### config.mk
export PLATFORM = sky130hd
export DESIGN_NAME = trimmed_mean_window_filter_flat
export DESIGN_NICKNAME = d
export VERILOG_FILES = /design/src/rtl/tmwf_pkg.sv /design/src/rtl/tmwf_if.sv /design/src/rtl/tmwf_div.sv /design/src/rtl/tmwf_ctrl.sv /design/src/rtl/tmwf_datapath.sv /design/src/rtl/trimmed_mean_window_filter.sv /design/src/flat_wrapper.sv
export SDC_FILE = /design/constraint.sdc
export NUM_CORES = 1
export LEC_CHECK = 0
export BUFFER_PORTS_ARGS = -buffer_cell sky130_fd_sc_hd__buf_2
export CORE_MARGIN = 2
export CORE_UTILIZATION = 65
export CTS_BUF_LIST = sky130_fd_sc_hd__clkbuf_8
export DETAILED_ROUTE_END_ITERATION = 6
export GPL_TIMING_DRIVEN = 0
export PLACE_DENSITY = 0.87
export SETUP_SLACK_MARGIN = 0.2
export SYNTH_ARGS = -nofsm -noshare
export SYNTH_HDL_FRONTEND = slang
export SYNTH_SLANG_ARGS = --single-unit
### constraint.sdc
create_clock -name clk -period 9.45 [get_ports clk]
set_clock_uncertainty 0.05 [all_clocks]
set_input_delay 1.4175 -clock clk [delete_from_list [all_inputs] [get_ports clk]]
set_output_delay 1.4175 -clock clk [all_outputs]
set_load 0.01 [all_outputs]
### src/rtl/tmwf_pkg.sv
// tmwf_pkg: shared widths, reset values and the controller/datapath link types
// of the trimmed mean window filter; no dependencies
`timescale 1ns / 1ps

package tmwf_pkg;

    localparam int MEASURE_W  = 16;
    localparam int BURST_W    = 20;
    localparam int SPM_W      = 5;
    localparam int IDX_W      = 4;
    localparam int FILL_OUT_W = 4;

    localparam logic [SPM_W-1:0] SPM_RESET = 5'd10;
    localparam logic [SPM_W-1:0] SPM_MIN   = 5'd1;
    localparam logic [SPM_W-1:0] SPM_MAX   = 5'd16;

    // fill / 3 as (fill * 43) >> 7, exact for fill below 128
    localparam int TRIM_MUL   = 43;
    localparam int TRIM_SHIFT = 7;

    typedef struct packed {
        logic accept;
        logic avg_start;
        logic push;
        logic sort_load;
        logic sort_step;
        logic sum_step;
        logic mean_start;
        logic emit;
    } dp_cmd_t;

    typedef struct packed {
        logic burst_done;
        logic div_done;
        logic cnt_last;
    } dp_status_t;

endpackage

### src/rtl/tmwf_if.sv
// tmwf_in_if / tmwf_out_if: valid/ready channels carrying one input word
// and one result word; uses tmwf_pkg for field widths
`timescale 1ns / 1ps

interface tmwf_in_if;
    logic                           valid;
    logic                           ready;
    logic [tmwf_pkg::MEASURE_W-1:0] raw_count;

    modport source (output valid, output raw_count, input ready);
    modport sink   (input valid, input raw_count, output ready);
endinterface

interface tmwf_out_if;
    logic                            valid;
    logic                            ready;
    logic [tmwf_pkg::MEASURE_W-1:0]  new_measure;
    logic [tmwf_pkg::MEASURE_W-1:0]  filtered;
    logic [tmwf_pkg::FILL_OUT_W-1:0] window_fill;

    modport source (output valid, output new_measure, output filtered, output window_fill,
                    input ready);
    modport sink   (input valid, input new_measure, input filtered, input window_fill,
                    output ready);
endinterface

### src/rtl/tmwf_div.sv
// tmwf_div: restoring divider, one quotient bit per cycle
// standalone, used by tmwf_datapath for both the burst average and the mean
`timescale 1ns / 1ps

module tmwf_div #(
    parameter int DIV_W = 20,
    parameter int DVS_W = 5
) (
    input  logic             clk,
    input  logic             rst_n,
    input  logic             start,
    input  logic [DIV_W-1:0] dividend,
    input  logic [DVS_W-1:0] divisor,
    output logic [DIV_W-1:0] quotient,
    output logic             done
);

    localparam int CNT_W = $clog2(DIV_W + 1);

    logic             busy_reg, busy_next;
    logic             done_reg, done_next;
    logic [CNT_W-1:0] cnt_reg, cnt_next;
    logic [DIV_W-1:0] quo_reg, quo_next;
    logic [DVS_W-1:0] rem_reg, rem_next;
    logic [DVS_W-1:0] dvs_reg;
    logic [DVS_W:0]   rem_shift;
    logic [DVS_W:0]   diff;
    logic             fits;

    assign rem_shift = {rem_reg, quo_reg[DIV_W-1]};
    assign diff      = rem_shift - {1'b0, dvs_reg};
    assign fits      = ~diff[DVS_W];

    always_comb
    begin
        busy_next = busy_reg;
        done_next = 1'b0;
        cnt_next  = cnt_reg;
        quo_next  = quo_reg;
        rem_next  = rem_reg;
        if (start)
        begin
            busy_next = 1'b1;
            cnt_next  = CNT_W'(DIV_W);
            quo_next  = dividend;
            rem_next  = '0;
        end
        else if (busy_reg)
        begin
            rem_next = fits ? diff[DVS_W-1:0] : rem_shift[DVS_W-1:0];
            quo_next = {quo_reg[DIV_W-2:0], fits};
            cnt_next = cnt_reg - 1'b1;
            if (cnt_reg == CNT_W'(1))
            begin
                busy_next = 1'b0;
                done_next = 1'b1;
            end
        end
    end

    always_ff @(posedge clk or negedge rst_n)
    begin
        if (!rst_n)
        begin
            busy_reg <= 1'b0;
            done_reg <= 1'b0;
            cnt_reg  <= '0;
        end
        else
        begin
            busy_reg <= busy_next;
            done_reg <= done_next;
            cnt_reg  <= cnt_next;
        end
    end

    always_ff @(posedge clk)
    begin
        quo_reg <= quo_next;
        rem_reg <= rem_next;
        if (start)
        begin
            dvs_reg <= divisor;
        end
    end

    assign quotient = quo_reg;
    assign done     = done_reg;

endmodule

### src/rtl/tmwf_ctrl.sv
// tmwf_ctrl: sequencer of the filter; drives datapath commands and the
// channel handshakes; uses tmwf_pkg for the command and status types
`timescale 1ns / 1ps

module tmwf_ctrl (
    input  logic                 clk,
    input  logic                 rst_n,
    input  logic                 in_valid,
    output logic                 in_ready,
    output logic                 out_valid,
    input  logic                 out_ready,
    output tmwf_pkg::dp_cmd_t    cmd,
    input  tmwf_pkg::dp_status_t st
);

    typedef enum logic [7:0] {
        S_IDLE   = 8'b0000_0001,
        S_AVG    = 8'b0000_0010,
        S_LOAD   = 8'b0000_0100,
        S_SORT   = 8'b0000_1000,
        S_SUM    = 8'b0001_0000,
        S_MSTART = 8'b0010_0000,
        S_MEAN   = 8'b0100_0000,
        S_EMIT   = 8'b1000_0000
    } state_t;

    state_t state_reg, state_next;
    logic   out_valid_reg, out_valid_next;

    always_comb
    begin
        state_next = state_reg;
        cmd        = '0;
        unique case (state_reg)
            S_IDLE:
            begin
                if (in_valid)
                begin
                    cmd.accept = 1'b1;
                    if (st.burst_done)
                    begin
                        cmd.avg_start = 1'b1;
                        state_next    = S_AVG;
                    end
                end
            end
            S_AVG:
            begin
                if (st.div_done)
                begin
                    cmd.push   = 1'b1;
                    state_next = S_LOAD;
                end
            end
            S_LOAD:
            begin
                cmd.sort_load = 1'b1;
                state_next    = S_SORT;
            end
            S_SORT:
            begin
                cmd.sort_step = 1'b1;
                if (st.cnt_last)
                begin
                    state_next = S_SUM;
                end
            end
            S_SUM:
            begin
                cmd.sum_step = 1'b1;
                if (st.cnt_last)
                begin
                    state_next = S_MSTART;
                end
            end
            S_MSTART:
            begin
                cmd.mean_start = 1'b1;
                state_next     = S_MEAN;
            end
            S_MEAN:
            begin
                if (st.div_done)
                begin
                    state_next = S_EMIT;
                end
            end
            S_EMIT:
            begin
                // wait until the output register is free or being drained
                if (!out_valid_reg || out_ready)
                begin
                    cmd.emit   = 1'b1;
                    state_next = S_IDLE;
                end
            end
            default:
            begin
                state_next = S_IDLE;
            end
        endcase
    end

    always_comb
    begin
        out_valid_next = out_valid_reg;
        if (cmd.emit)
        begin
            out_valid_next = 1'b1;
        end
        else if (out_ready)
        begin
            out_valid_next = 1'b0;
        end
    end

    always_ff @(posedge clk or negedge rst_n)
    begin
        if (!rst_n)
        begin
            state_reg     <= S_IDLE;
            out_valid_reg <= 1'b0;
        end
        else
        begin
            state_reg     <= state_next;
            out_valid_reg <= out_valid_next;
        end
    end

    assign in_ready  = (state_reg == S_IDLE);
    assign out_valid = out_valid_reg;

endmodule

### src/rtl/tmwf_datapath.sv
// tmwf_datapath: burst accumulator, window store, odd-even sort row, trimmed
// sum and output register; uses tmwf_pkg and instantiates tmwf_div
`timescale 1ns / 1ps

module tmwf_datapath #(
    parameter int WINDOW_DEPTH = 10
) (
    input  logic                              clk,
    input  logic                              rst_n,
    input  tmwf_pkg::dp_cmd_t                 cmd,
    output tmwf_pkg::dp_status_t              st,
    input  logic                              cfg_we,
    input  logic [tmwf_pkg::SPM_W-1:0]        cfg_wdata,
    input  logic [tmwf_pkg::MEASURE_W-1:0]    raw_count,
    output logic [tmwf_pkg::MEASURE_W-1:0]    new_measure,
    output logic [tmwf_pkg::MEASURE_W-1:0]    filtered,
    output logic [tmwf_pkg::FILL_OUT_W-1:0]   window_fill
);

    localparam int MW      = tmwf_pkg::MEASURE_W;
    localparam int BW      = tmwf_pkg::BURST_W;
    localparam int SW      = tmwf_pkg::SPM_W;
    localparam int IW      = tmwf_pkg::IDX_W;
    localparam int FILL_OUT_W_L = tmwf_pkg::FILL_OUT_W;
    localparam int FILL_W  = $clog2(WINDOW_DEPTH + 1);
    localparam int SLOT_W  = $clog2(WINDOW_DEPTH);
    localparam int CNT_W   = $clog2(WINDOW_DEPTH);
    localparam int SUM_W   = MW + FILL_W;
    localparam int DIV_W   = (SUM_W > BW) ? SUM_W : BW;
    localparam int DVS_W   = (FILL_W > SW) ? FILL_W : SW;
    localparam int KEY_W   = MW + 1;
    localparam int PROD_W  = FILL_W + 6;

    // burst accumulation
    logic [SW-1:0]   spm_reg;
    logic [SW-1:0]   spm_eff;
    logic [BW-1:0]   total_reg;
    logic [BW-1:0]   total_sum;
    logic [IW-1:0]   idx_reg;
    logic [IW:0]     idx_plus;

    // window
    logic [MW-1:0]     win_reg [WINDOW_DEPTH];
    logic [FILL_W-1:0] fill_reg;
    logic [SLOT_W-1:0] oldest_reg;
    logic [SLOT_W-1:0] wr_slot;
    logic              full;

    // sort and trimmed sum
    logic [KEY_W-1:0]  sort_reg  [WINDOW_DEPTH];
    logic [KEY_W-1:0]  sort_next [WINDOW_DEPTH];
    logic [CNT_W-1:0]  cnt_reg;
    logic [SUM_W-1:0]  sum_reg;
    logic [PROD_W-1:0] trim_prod;
    logic [FILL_W-1:0] drop;
    logic [FILL_W-1:0] hi;
    logic [FILL_W-1:0] keep;
    logic [FILL_W-1:0] cnt_ext;
    logic              in_band;

    // shared divider
    logic [DIV_W-1:0] div_dividend;
    logic [DVS_W-1:0] div_divisor;
    logic [DIV_W-1:0] div_quo;
    logic             div_done;
    logic [MW-1:0]    measure_sat;

    logic [MW-1:0]          measure_reg;
    logic [MW-1:0]          new_measure_reg;
    logic [MW-1:0]          filtered_reg;
    logic [FILL_OUT_W_L-1:0] fill_out_reg;

    always_comb
    begin
        if (spm_reg < tmwf_pkg::SPM_MIN)
        begin
            spm_eff = tmwf_pkg::SPM_MIN;
        end
        else if (spm_reg > tmwf_pkg::SPM_MAX)
        begin
            spm_eff = tmwf_pkg::SPM_MAX;
        end
        else
        begin
            spm_eff = spm_reg;
        end
    end

    assign total_sum = total_reg + BW'(raw_count);
    assign idx_plus  = {1'b0, idx_reg} + 1'b1;

    assign st.burst_done = (idx_plus >= spm_eff);
    assign st.div_done   = div_done;
    assign st.cnt_last   = (cnt_reg == CNT_W'(WINDOW_DEPTH - 1));

    always_ff @(posedge clk or negedge rst_n)
    begin
        if (!rst_n)
        begin
            spm_reg   <= tmwf_pkg::SPM_RESET;
            total_reg <= '0;
            idx_reg   <= '0;
        end
        else
        begin
            if (cfg_we)
            begin
                spm_reg <= cfg_wdata;
            end
            if (cmd.accept)
            begin
                if (st.burst_done)
                begin
                    total_reg <= '0;
                    idx_reg   <= '0;
                end
                else
                begin
                    total_reg <= total_sum;
                    idx_reg   <= idx_plus[IW-1:0];
                end
            end
        end
    end

    // average saturates to the measure range
    assign measure_sat = (|div_quo[DIV_W-1:MW]) ? {MW{1'b1}} : div_quo[MW-1:0];

    assign full    = (fill_reg == FILL_W'(WINDOW_DEPTH));
    assign wr_slot = full ? oldest_reg : fill_reg[SLOT_W-1:0];

    always_ff @(posedge clk or negedge rst_n)
    begin
        if (!rst_n)
        begin
            fill_reg   <= '0;
            oldest_reg <= '0;
        end
        else if (cmd.push)
        begin
            if (full)
            begin
                oldest_reg <= (oldest_reg == SLOT_W'(WINDOW_DEPTH - 1)) ? '0
                                                                        : oldest_reg + 1'b1;
            end
            else
            begin
                fill_reg <= fill_reg + 1'b1;
            end
        end
    end

    always_ff @(posedge clk)
    begin
        if (cmd.push)
        begin
            win_reg[wr_slot] <= measure_sat;
            measure_reg      <= measure_sat;
        end
    end

    // sort row: key msb marks an empty slot so it sorts to the top end;
    // odd-even transposition passes, then shifted down one entry per cycle
    for (genvar i = 0; i < WINDOW_DEPTH; i++)
    begin : g_cell
        localparam logic ODD = ((i % 2) == 1);
        logic [KEY_W-1:0] up_key;
        logic [KEY_W-1:0] dn_key;

        if (i + 1 < WINDOW_DEPTH)
        begin : g_up
            assign up_key = sort_reg[i+1];
        end
        else
        begin : g_top
            assign up_key = '1;
        end

        if (i > 0)
        begin : g_dn
            assign dn_key = sort_reg[i-1];
        end
        else
        begin : g_bot
            assign dn_key = '0;
        end

        always_comb
        begin
            sort_next[i] = sort_reg[i];
            if (cmd.sort_load)
            begin
                sort_next[i] = (FILL_W'(i) >= fill_reg) ? {1'b1, {MW{1'b0}}}
                                                        : {1'b0, win_reg[i]};
            end
            else if (cmd.sort_step)
            begin
                if (ODD == cnt_reg[0])
                begin
                    sort_next[i] = (sort_reg[i] > up_key) ? up_key : sort_reg[i];
                end
                else
                begin
                    sort_next[i] = (dn_key > sort_reg[i]) ? dn_key : sort_reg[i];
                end
            end
            else if (cmd.sum_step)
            begin
                sort_next[i] = up_key;
            end
        end

        always_ff @(posedge clk)
        begin
            sort_reg[i] <= sort_next[i];
        end
    end

    assign trim_prod = PROD_W'(fill_reg) * PROD_W'(tmwf_pkg::TRIM_MUL);
    assign drop      = FILL_W'(trim_prod >> tmwf_pkg::TRIM_SHIFT);
    assign hi        = fill_reg - drop;
    assign keep      = hi - drop;
    assign cnt_ext   = FILL_W'(cnt_reg);
    assign in_band   = (cnt_ext >= drop) && (cnt_ext < hi);

    always_ff @(posedge clk or negedge rst_n)
    begin
        if (!rst_n)
        begin
            cnt_reg <= '0;
        end
        else if (cmd.sort_load)
        begin
            cnt_reg <= '0;
        end
        else if (cmd.sort_step || cmd.sum_step)
        begin
            cnt_reg <= st.cnt_last ? '0 : cnt_reg + 1'b1;
        end
    end

    always_ff @(posedge clk)
    begin
        if (cmd.sort_load)
        begin
            sum_reg <= '0;
        end
        else if (cmd.sum_step && in_band)
        begin
            sum_reg <= sum_reg + SUM_W'(sort_reg[0][MW-1:0]);
        end
    end

    assign div_dividend = cmd.avg_start ? DIV_W'(total_sum) : DIV_W'(sum_reg);
    assign div_divisor  = cmd.avg_start ? DVS_W'(spm_eff) : DVS_W'(keep);

    tmwf_div #(
        .DIV_W (DIV_W),
        .DVS_W (DVS_W)
    ) u_div (
        .clk      (clk),
        .rst_n    (rst_n),
        .start    (cmd.avg_start | cmd.mean_start),
        .dividend (div_dividend),
        .divisor  (div_divisor),
        .quotient (div_quo),
        .done     (div_done)
    );

    always_ff @(posedge clk)
    begin
        if (cmd.emit)
        begin
            new_measure_reg <= measure_reg;
            filtered_reg    <= div_quo[MW-1:0];
            fill_out_reg    <= FILL_OUT_W_L'(fill_reg);
        end
    end

    assign new_measure = new_measure_reg;
    assign filtered    = filtered_reg;
    assign window_fill = fill_out_reg;

endmodule

### src/rtl/trimmed_mean_window_filter.sv
// trimmed_mean_window_filter: top level of the trimmed mean window filter
// uses tmwf_pkg, tmwf_in_if / tmwf_out_if, tmwf_ctrl and tmwf_datapath
`timescale 1ns / 1ps

// usage
// - in_ch carries one raw_count word per handshake (valid and ready high at a
//   rising edge); out_ch carries new_measure, filtered and window_fill
// - cfg_we / cfg_wdata write samples_per_measure (reset 10); write it only
//   while the block is idle
// - a word that does not complete a burst keeps in_ch ready; the next word
//   can follow right away
// - the word that completes a burst shows its result on out_ch after the
//   burst average in the one-bit-per-cycle divider, the window push, the
//   sort load, the WINDOW_DEPTH sort passes, WINDOW_DEPTH summing steps and
//   the mean in the same divider
// - the result sits in an output register; in_ch is ready again as soon as
//   the result is loaded, even while out_ch is stalled
// - a stalled out_ch holds the next finished result back inside the block,
//   and in_ch stays not ready until the output register frees up
// - reset clears the burst, empties the window and drops any pending result
module trimmed_mean_window_filter #(
    parameter int WINDOW_DEPTH = 10
) (
    input  logic                       clk,
    input  logic                       rst_n,
    tmwf_in_if.sink                    in_ch,
    tmwf_out_if.source                 out_ch,
    input  logic                       cfg_we,
    input  logic [tmwf_pkg::SPM_W-1:0] cfg_wdata
);

    tmwf_pkg::dp_cmd_t    cmd;
    tmwf_pkg::dp_status_t st;

    tmwf_ctrl u_ctrl (
        .clk       (clk),
        .rst_n     (rst_n),
        .in_valid  (in_ch.valid),
        .in_ready  (in_ch.ready),
        .out_valid (out_ch.valid),
        .out_ready (out_ch.ready),
        .cmd       (cmd),
        .st        (st)
    );

    tmwf_datapath #(
        .WINDOW_DEPTH (WINDOW_DEPTH)
    ) u_datapath (
        .clk         (clk),
        .rst_n       (rst_n),
        .cmd         (cmd),
        .st          (st),
        .cfg_we      (cfg_we),
        .cfg_wdata   (cfg_wdata),
        .raw_count   (in_ch.raw_count),
        .new_measure (out_ch.new_measure),
        .filtered    (out_ch.filtered),
        .window_fill (out_ch.window_fill)
    );

endmodule

### src/flat_wrapper.sv
// flat-port wrapper written by rule: the top's interface ports become plain ports
module trimmed_mean_window_filter_flat 
#(
    parameter int WINDOW_DEPTH = 10
)
  (clk, rst_n, cfg_we, cfg_wdata, in_ch_valid, in_ch_raw_count, in_ch_ready, out_ch_valid, out_ch_new_measure, out_ch_filtered, out_ch_window_fill, out_ch_ready);
  tmwf_in_if in_ch_i ();
  tmwf_out_if out_ch_i ();
  input  logic clk;
  input  logic rst_n;
  input  logic cfg_we;
  input  logic [tmwf_pkg::SPM_W-1:0] cfg_wdata;
  input wire logic [$bits(in_ch_i.valid)-1:0] in_ch_valid;
  input wire logic [$bits(in_ch_i.raw_count)-1:0] in_ch_raw_count;
  output wire logic [$bits(in_ch_i.ready)-1:0] in_ch_ready;
  output wire logic [$bits(out_ch_i.valid)-1:0] out_ch_valid;
  output wire logic [$bits(out_ch_i.new_measure)-1:0] out_ch_new_measure;
  output wire logic [$bits(out_ch_i.filtered)-1:0] out_ch_filtered;
  output wire logic [$bits(out_ch_i.window_fill)-1:0] out_ch_window_fill;
  input wire logic [$bits(out_ch_i.ready)-1:0] out_ch_ready;
  assign in_ch_i.valid = in_ch_valid;
  assign in_ch_i.raw_count = in_ch_raw_count;
  assign in_ch_ready = in_ch_i.ready;
  assign out_ch_valid = out_ch_i.valid;
  assign out_ch_new_measure = out_ch_i.new_measure;
  assign out_ch_filtered = out_ch_i.filtered;
  assign out_ch_window_fill = out_ch_i.window_fill;
  assign out_ch_i.ready = out_ch_ready;
  trimmed_mean_window_filter #(.WINDOW_DEPTH(WINDOW_DEPTH)) u_core (.clk(clk), .rst_n(rst_n), .in_ch(in_ch_i), .out_ch(out_ch_i), .cfg_we(cfg_we), .cfg_wdata(cfg_wdata));
endmodule
==> metrics, run 1 <==
DR vias=20465; worst reg2reg path endpoint=u_core.u_datapath.sum_reg[16]; leakage=12.27 nW; Area Overhead vs Synth=10.45%; syn nets=2609; XOR/XNOR Fraction of Synth Area=0.01778; Pre-antenna DRT Iters=7; CP Capture Type=flip-flop; cts repair resizes=0; initial antenna violation count=1; mux cell area share after synthesis=0.04301; Peak VDD IR=0.0002255 V; worst reg2reg setup slack=3670 ps; I/O pins=between 60 and 70; Hold WC Path Type=reg2reg; combinational family with the most area after synthesis=compound AO/OA/AOI/OAI gates; crit-path max FO=10; core area=39640 µm²; Worst Hold Depth=0; yosys warns=0; Final Power=7.310 mW; CTS Buf Count=78; Starting Density=0.6569; die area=41680 µm²; predominant post-synthesis flop cell=edfxtp_1; failing checks=DRC; CP Data Required Time=9920 ps; crit path kind=reg2reg; vias per cell=6.629; gpl congestion=0.9332; initial DRC count=2587; hold_buf cts=0; post-synthesis cell type count=75; Max transition margin=0.08946; Seq/Total Area, Yosys=0.5435; TNS Setup=0 ps; placed cell count=2944; Clock transition at path regs=70 ps; vias in the first global route=20428; hold path start=u_core.u_datapath.measure_reg[8]; CTS Sinks=489; Die Ht=204.2 µm; Multi-input gate area=10840 µm²; maximum clock rate=between 150 and 200 MHz; WHS Endpoint=u_core.u_datapath.new_measure[8]; FP Rows=73; Reg2Reg Depth=20; Synth Cell Area=26040 µm²; Pwr per Cell Area=254.2 nW/µm²; WL final=75780 µm; simple-gate share of the synthesized area=0.1088; crit-path cells=inv_1, fa_1, inv_1, ha_1, nor3_1, a211oi_1, xnor2_1, ha_1, inv_1, ha_1, inv_1, ha_1, o21a_1, o21a_1, o21ai_0, nor4bb_1, clkbuf_1, o211ai_1, xnor2_1, nor2_1; largest net degree at the start of global routing=58; H-tree depth=3; share of layout cells above drive strength 1=0.09212; number of diodes=0; Max stage delay cell, worst path=dfrtp_1; PortBufs=63; critical path data arrival time=6250 ps; Synth Area in Adders=0.1147; ANT nets after route=0; Non-Filler Instances=3087; DRC=4; post-detail-place hpwl=52030 µm; outcome=finished with violations; Worst Setup Start Kind=flip-flop; wire per inst=around 25 µm; most common cell after layout, fill and taps aside=edfxtp_1; maxcap violations=0; Worst Max-Slew Pin Slew=roughly 1400 ps; first-pass GRT wire length=115600 µm; Die W=between 200 and 250 µm; Top delay family on crit path=adder cells; Compound-Gate Fraction of Synth Area=0.1298; grt ovf=0; CTS tree=yes; Buf/Inv on CP=5; clock latency on the worst-skew pair=~660 ps; commonest cells after routing, fill and taps aside=407 x edfxtp_1, 336 x nand2_1, 229 x ha_1, 224 x inv_1, 199 x o21ai_0; Synth Area per Inst=11.09 µm²; Yosys reg bits=489; sequential cell area=roughly 14000 µm²; Syn Inst Count=2349; Slew Limit Fails=0; Setup violations, final=0; Critical Path Max Stage Delay=630 ps; clock buffer depth=3; Reg-to-Reg Start=u_core.u_datapath.fill_reg[0]; minimum clock period=5783 ps; setup bufs post-CTS=0; Final nets=2759; gr usage total=0.3676; final period utilization=0.6119; Async S/R FF share, synth=0.1166; max FFs per register=170; FILL cells=2575; EDFF count, synth=407; RSZ-0062 raised after global routing=false; CTS Root Cell=clkbuf_8; Hold Vio Cnt, Final=0
[through the flow]
stage          utilization  hold slack [ps]  instance area (µm²)  worst slack [ps]
3_5_place_dp        0.6851            357.7                27160              3822
4_1_cts             0.7251            375.0                28740              3729
3_3_place_gp        0.6814            355.3                27010              3926
2_1_floorplan            -            350.3                26040              4845
5_1_grt             0.7255            382.6                28760              3361
6_report            0.7255            376.7                28760              3667
[cell usage after synthesis (7+ instances only)]
| cell type | count | share of area |
|---|---|---|
| a22o_1 | 21 | 0.0071 |
| a31oi_1 | 62 | 0.015 |
| and3_1 | 8 | 0.0019 |
| dfxtp_1 | 25 | 0.019 |
| edfxtp_1 | 407 | 0.47 |
| mux2i_1 | 104 | 0.040 |
| mux2_2 | 7 | 0.0030 |
| buf_1 | 7 | 0.0010 |
| ha_1 | 229 | 0.11 |
| and2_1 | 9 | 0.0022 |
| nand2b_1 | 30 | 0.0072 |
| xnor2_1 | 31 | 0.010 |
| o21ai_0 | 199 | 0.038 |
| a211oi_1 | 9 | 0.0026 |
| nor3_1 | 19 | 0.0037 |
| and4_1 | 8 | 0.0027 |
| clkbuf_1 | 65 | 0.0094 |
| nor2_1 | 85 | 0.012 |
| dfrtp_1 | 54 | 0.052 |
| nor2b_1 | 24 | 0.0058 |
| xor2_1 | 20 | 0.0067 |
| buf_2 | 12 | 0.0023 |
| o21a_1 | 17 | 0.0049 |
| inv_1 | 198 | 0.029 |
| nand3_1 | 29 | 0.0056 |
| a21oi_1 | 129 | 0.025 |
| nor4_1 | 8 | 0.0019 |
| nand4_1 | 37 | 0.0089 |
| a21o_1 | 58 | 0.017 |
| nand2_1 | 336 | 0.048 |
[area by class of cell]
| cell class | instances | area share |
|---|---|---|
| inverters | 199 | 0.02597 |
| clock buffers | 87 | 0.04163 |
| well taps | 525 | 0.02284 |
| repair buffers | 70 | 0.01462 |
| multi-input cells | 1574 | 0.3770 |
| flip-flops and latches | 489 | 0.4921 |
| plain buffers | 87 | 0.01240 |
| clock inverters | 56 | 0.01344 |
[per-layer routing]
layer / vias to the layer above / global-route usage / part of all wire
li1: 8839 / - / -
met1: 9752 / 0.4776 / 0.36
met2: 1551 / 0.5775 / 0.45
met3: 323 / 0.08801 / 0.13
met4: 0 / 0.1913 / 0.055
met5: - / 0 / 0
[report_power, final]
part | switching [mW] | leakage (nW) | internal [mW]
Sequential | 0.375 | 4.65 | 2.84
Clock | 0.894 | 0.909 | 0.990
Combinational | 1.37 | 6.71 | 0.837
[worst register-to-register path, stage by stage (launching register included)]
cell      delay, ps
dfrtp_1         630
inv_1           340
fa_1            620
inv_1            50
ha_1            280
nor3_1          390
a211oi_1        120
xnor2_1         330
ha_1            220
inv_1            60
ha_1            310
inv_1            80
ha_1            280
o21a_1          110
o21a_1          160
o21ai_0         210
nor4bb_1        420
clkbuf_1        510
o211ai_1        220
xnor2_1         200
nor2_1           50
[kinds of logic after synthesis]
kind of cell,after synthesis
and+or+nand+nor,621
buffers and inverters,286
adders and majority gates,236
muxes,111
DFF,489
xor gates and xnor gates,52
AOI/OAI and AO/OA,554
[worst max path at each step]
stage,startpoint,endpoint,depth (start not counted)
final,u_core.u_datapath.fill_reg[0],u_core.u_datapath.sum_reg[16],20
after global routing,u_core.u_datapath.fill_reg[2],u_core.u_datapath.sum_reg[16],21
after CTS,u_core.u_datapath.fill_reg[0],u_core.u_datapath.sum_reg[16],20
after detailed placement,u_core.u_datapath.fill_reg[0],u_core.u_datapath.sum_reg[16],20
after global placement,u_core.u_datapath.fill_reg[2],u_core.u_datapath.sum_reg[16],20
after floorplan,u_core.u_datapath.fill_reg[2],u_core.u_datapath.sum_reg[16],20
Power figures use the tool's default switching activity.
==> run 2: changes to the inputs <==
--- a/config.mk
+++ b/config.mk
@@ -7,11 +7,11 @@
 export LEC_CHECK = 0
 export BUFFER_PORTS_ARGS = -buffer_cell sky130_fd_sc_hd__buf_2
 export CORE_MARGIN = 2
-export CORE_UTILIZATION = 65
+export CORE_UTILIZATION = 59
 export CTS_BUF_LIST = sky130_fd_sc_hd__clkbuf_8
 export DETAILED_ROUTE_END_ITERATION = 6
 export GPL_TIMING_DRIVEN = 0
-export PLACE_DENSITY = 0.87
+export PLACE_DENSITY = 0.84
 export SETUP_SLACK_MARGIN = 0.2
 export SYNTH_ARGS = -nofsm -noshare
 export SYNTH_HDL_FRONTEND = slang
==> constraint.sdc (replaced) <==
create_clock -name clk -period 4.81 [get_ports clk]
set_clock_uncertainty 0.05 [all_clocks]
set_input_delay 0.7215 -clock clk [delete_from_list [all_inputs] [get_ports clk]]
set_output_delay 0.7215 -clock clk [all_outputs]
set_load 0.01 [all_outputs]
==> metrics, run 2 (same netlist as run 1, synthesis figures left out) <==
outcome=finished with violations; failing checks=DRC; gr usage total=0.3178 (-0.04979); PortBufs=63 (unchanged); post-detail-place hpwl=51690 µm (-0.65%); Area Overhead vs Synth=12.61%; hold_buf cts=0 (unchanged); vias in the first global route=19661 (-3.8%); crit path kind=reg2reg; Hold Vio Cnt, Final=0 (unchanged); clock buffer depth=3 (unchanged); CTS tree=yes; Pre-antenna DRT Iters=7 (unchanged); H-tree depth=3 (unchanged); Pwr per Cell Area=490.9 nW/µm² (+93%); die area=45830 µm² (+10%); crit-path max FO=6 (-4); CTS Sinks=489 (unchanged); largest net degree at the start of global routing=58 (unchanged); Peak VDD IR=0.0004472 V (+98%); Starting Density=0.6005 (-0.05637); commonest cells after routing, fill and taps aside=407 x edfxtp_1, 336 x nand2_1, 218 x ha_1, 217 x inv_1, 197 x o21ai_0; Max transition margin=0.1050 (+0.01555); clock latency on the worst-skew pair=670 ps (about the same); Die W=214.1 µm (+4.9%); wire per inst=23.90 µm (-2.7%); minimum clock period=4626 ps (-1157 ps); Clock transition at path regs=70 ps (about the same); maximum clock rate=216.2 MHz (+25%); Worst Setup Start Kind=flip-flop; Worst Max-Slew Pin Slew=1342 ps (-23.33 ps); Hold WC Path Type=in2async; critical path data arrival time=5180 ps (-1070 ps); CTS Buf Count=78 (unchanged); grt ovf=0 (unchanged); core area=43360 µm² (+9.4%); Final nets=2786 (+0.98%); gpl congestion=0.9657 (+3.5%); ANT nets after route=0 (unchanged); leakage=12.45 nW (+1.5%); first-pass GRT wire length=112400 µm (-2.8%); maxcap violations=0 (unchanged); DRC=4 (unchanged); initial antenna violation count=0 (-1); CTS Root Cell=clkbuf_8; Hold Worst Slack=109.0 ps (-267.7 ps); share of layout cells above drive strength 1=0.1166 (+0.02453); Slew Limit Fails=0 (unchanged); vias per cell=6.413 (-3.3%); max FFs per register=170 (unchanged); final core occ=0.6762 (-0.04930); number of diodes=0 (unchanged); WL final=75850 µm (about the same); CP Data Required Time=5360 ps (-4560 ps); most common cell after layout, fill and taps aside=edfxtp_1; RSZ-0062 raised after global routing=true; CP Capture Type=flip-flop; FILL cells=3091 (+20%); DR vias=20354 (-0.54%); Setup violations, final=0 (unchanged); initial DRC count=2678 (+3.5%); FP Rows=76 (+4.1%); Die Ht=214.1 µm (+4.9%); I/O pins=64 (unchanged); final period utilization=0.9617 (+0.3497)
[run 2: changes by cell type in the layout (fill, tap and decap cells not counted), moves of 6 or more]
| cell | previous run | this run |
|---|---|---|
| buf_4 | 4 | 26 |
| buf_6 | 3 | 9 |
| ha_1 | 229 | 218 |
| ha_4 | 0 | 7 |
| inv_1 | 224 | 217 |
[run 2: critical path, stage by stage (launching register included)]
cell and delay, ps:
dfrtp_2 430, buf_6 150, inv_4 70, ha_4 220, fa_2 410, ha_4 270
nand4_1 170, a2111oi_4 490, xnor2_2 170, xnor2_2 190, ha_4 180, a21oi_4 140
xnor2_2 150, inv_2 70, ha_4 210, o21a_1 130, o21ai_2 170, nand4b_1 130
buf_6 170, nor3_4 120, nand4_1 130, a211o_1 310, nand2_1 60
[run 2: per-layer routing]
| layer | global-route usage | routed length (µm) | vias to the layer above |
|---|---|---|---|
| met2 | 0.5161 | 34990 | 1438 |
| li1 | - | - | 8908 |
| met1 | 0.4185 | 27870 | 9745 |
| met4 | 0.1438 | 3847 | 0 |
| met3 | 0.05915 | 9145 | 263 |
| met5 | 0 | 0 | - |
[run 2: repair_timing]
action / 4_1_cts / 5_1_grt
endpoints found under the setup margin: 53 / 68
pin swaps: 7 / 22
gates resized for setup: 27 / 37
endpoints found under the hold margin: 0 / 0
setup buffers: 13 / 13
gates cloned: 0 / 0
[run 2: metrics by stage]
step           total power [mW]  setup WS [ps]  instance area (µm²)  cells  setup TNS, ps
2_1_floorplan             8.982          205.1                26040   2349              0
3_3_place_gp              10.15         -701.5                27090   2997         -12590
3_5_place_dp              10.47         -847.1                27250   3005         -11590
4_1_cts                   14.14          208.6                29020   3161              0
5_1_grt                   15.01         -4.490                29320   3174         -4.490
6_report                  14.40          184.4                29320   3174              0
[run 2: final cells by class]
type	instances	area [µm²]	area share
inverter	199	759.5	0.02590
multi-input combinational	1574	11070	0.3774
timing repair buffer	97	641.9	0.02189
sequential	489	14160	0.4828
buffer	87	384.1	0.01310
clock inverter	57	397.9	0.01357
clock buffer	86	1184	0.04037
tap	585	732.0	0.02496
[run 2: path summary, 6_finish.rpt]
path,start,to,slack [ps],cells after the start
max in group asynchronous,rst_n,u_core.u_datapath.fill_reg[0],4040,1
min in group clk,cfg_wdata[1],u_core.u_datapath.spm_reg[1],260,2
setup / recovery,u_core.u_datapath.fill_reg[3],u_core.u_datapath.sum_reg[19],180,22
hold / removal,rst_n,u_core.u_datapath.idx_reg[3],110,1
hold reg to reg,u_core.u_datapath.measure_reg[12],u_core.u_datapath.new_measure[12],370,0
setup reg to reg,u_core.u_datapath.fill_reg[3],u_core.u_datapath.sum_reg[19],180,22
[run 2: report_power, final]
group	leakage [nW]	total, mW	internal (mW)	switching, mW
Sequential	4.64	6.30	5.58	0.721
Clock	0.901	3.68	1.94	1.74
Combinational	6.90	4.42	1.68	2.74
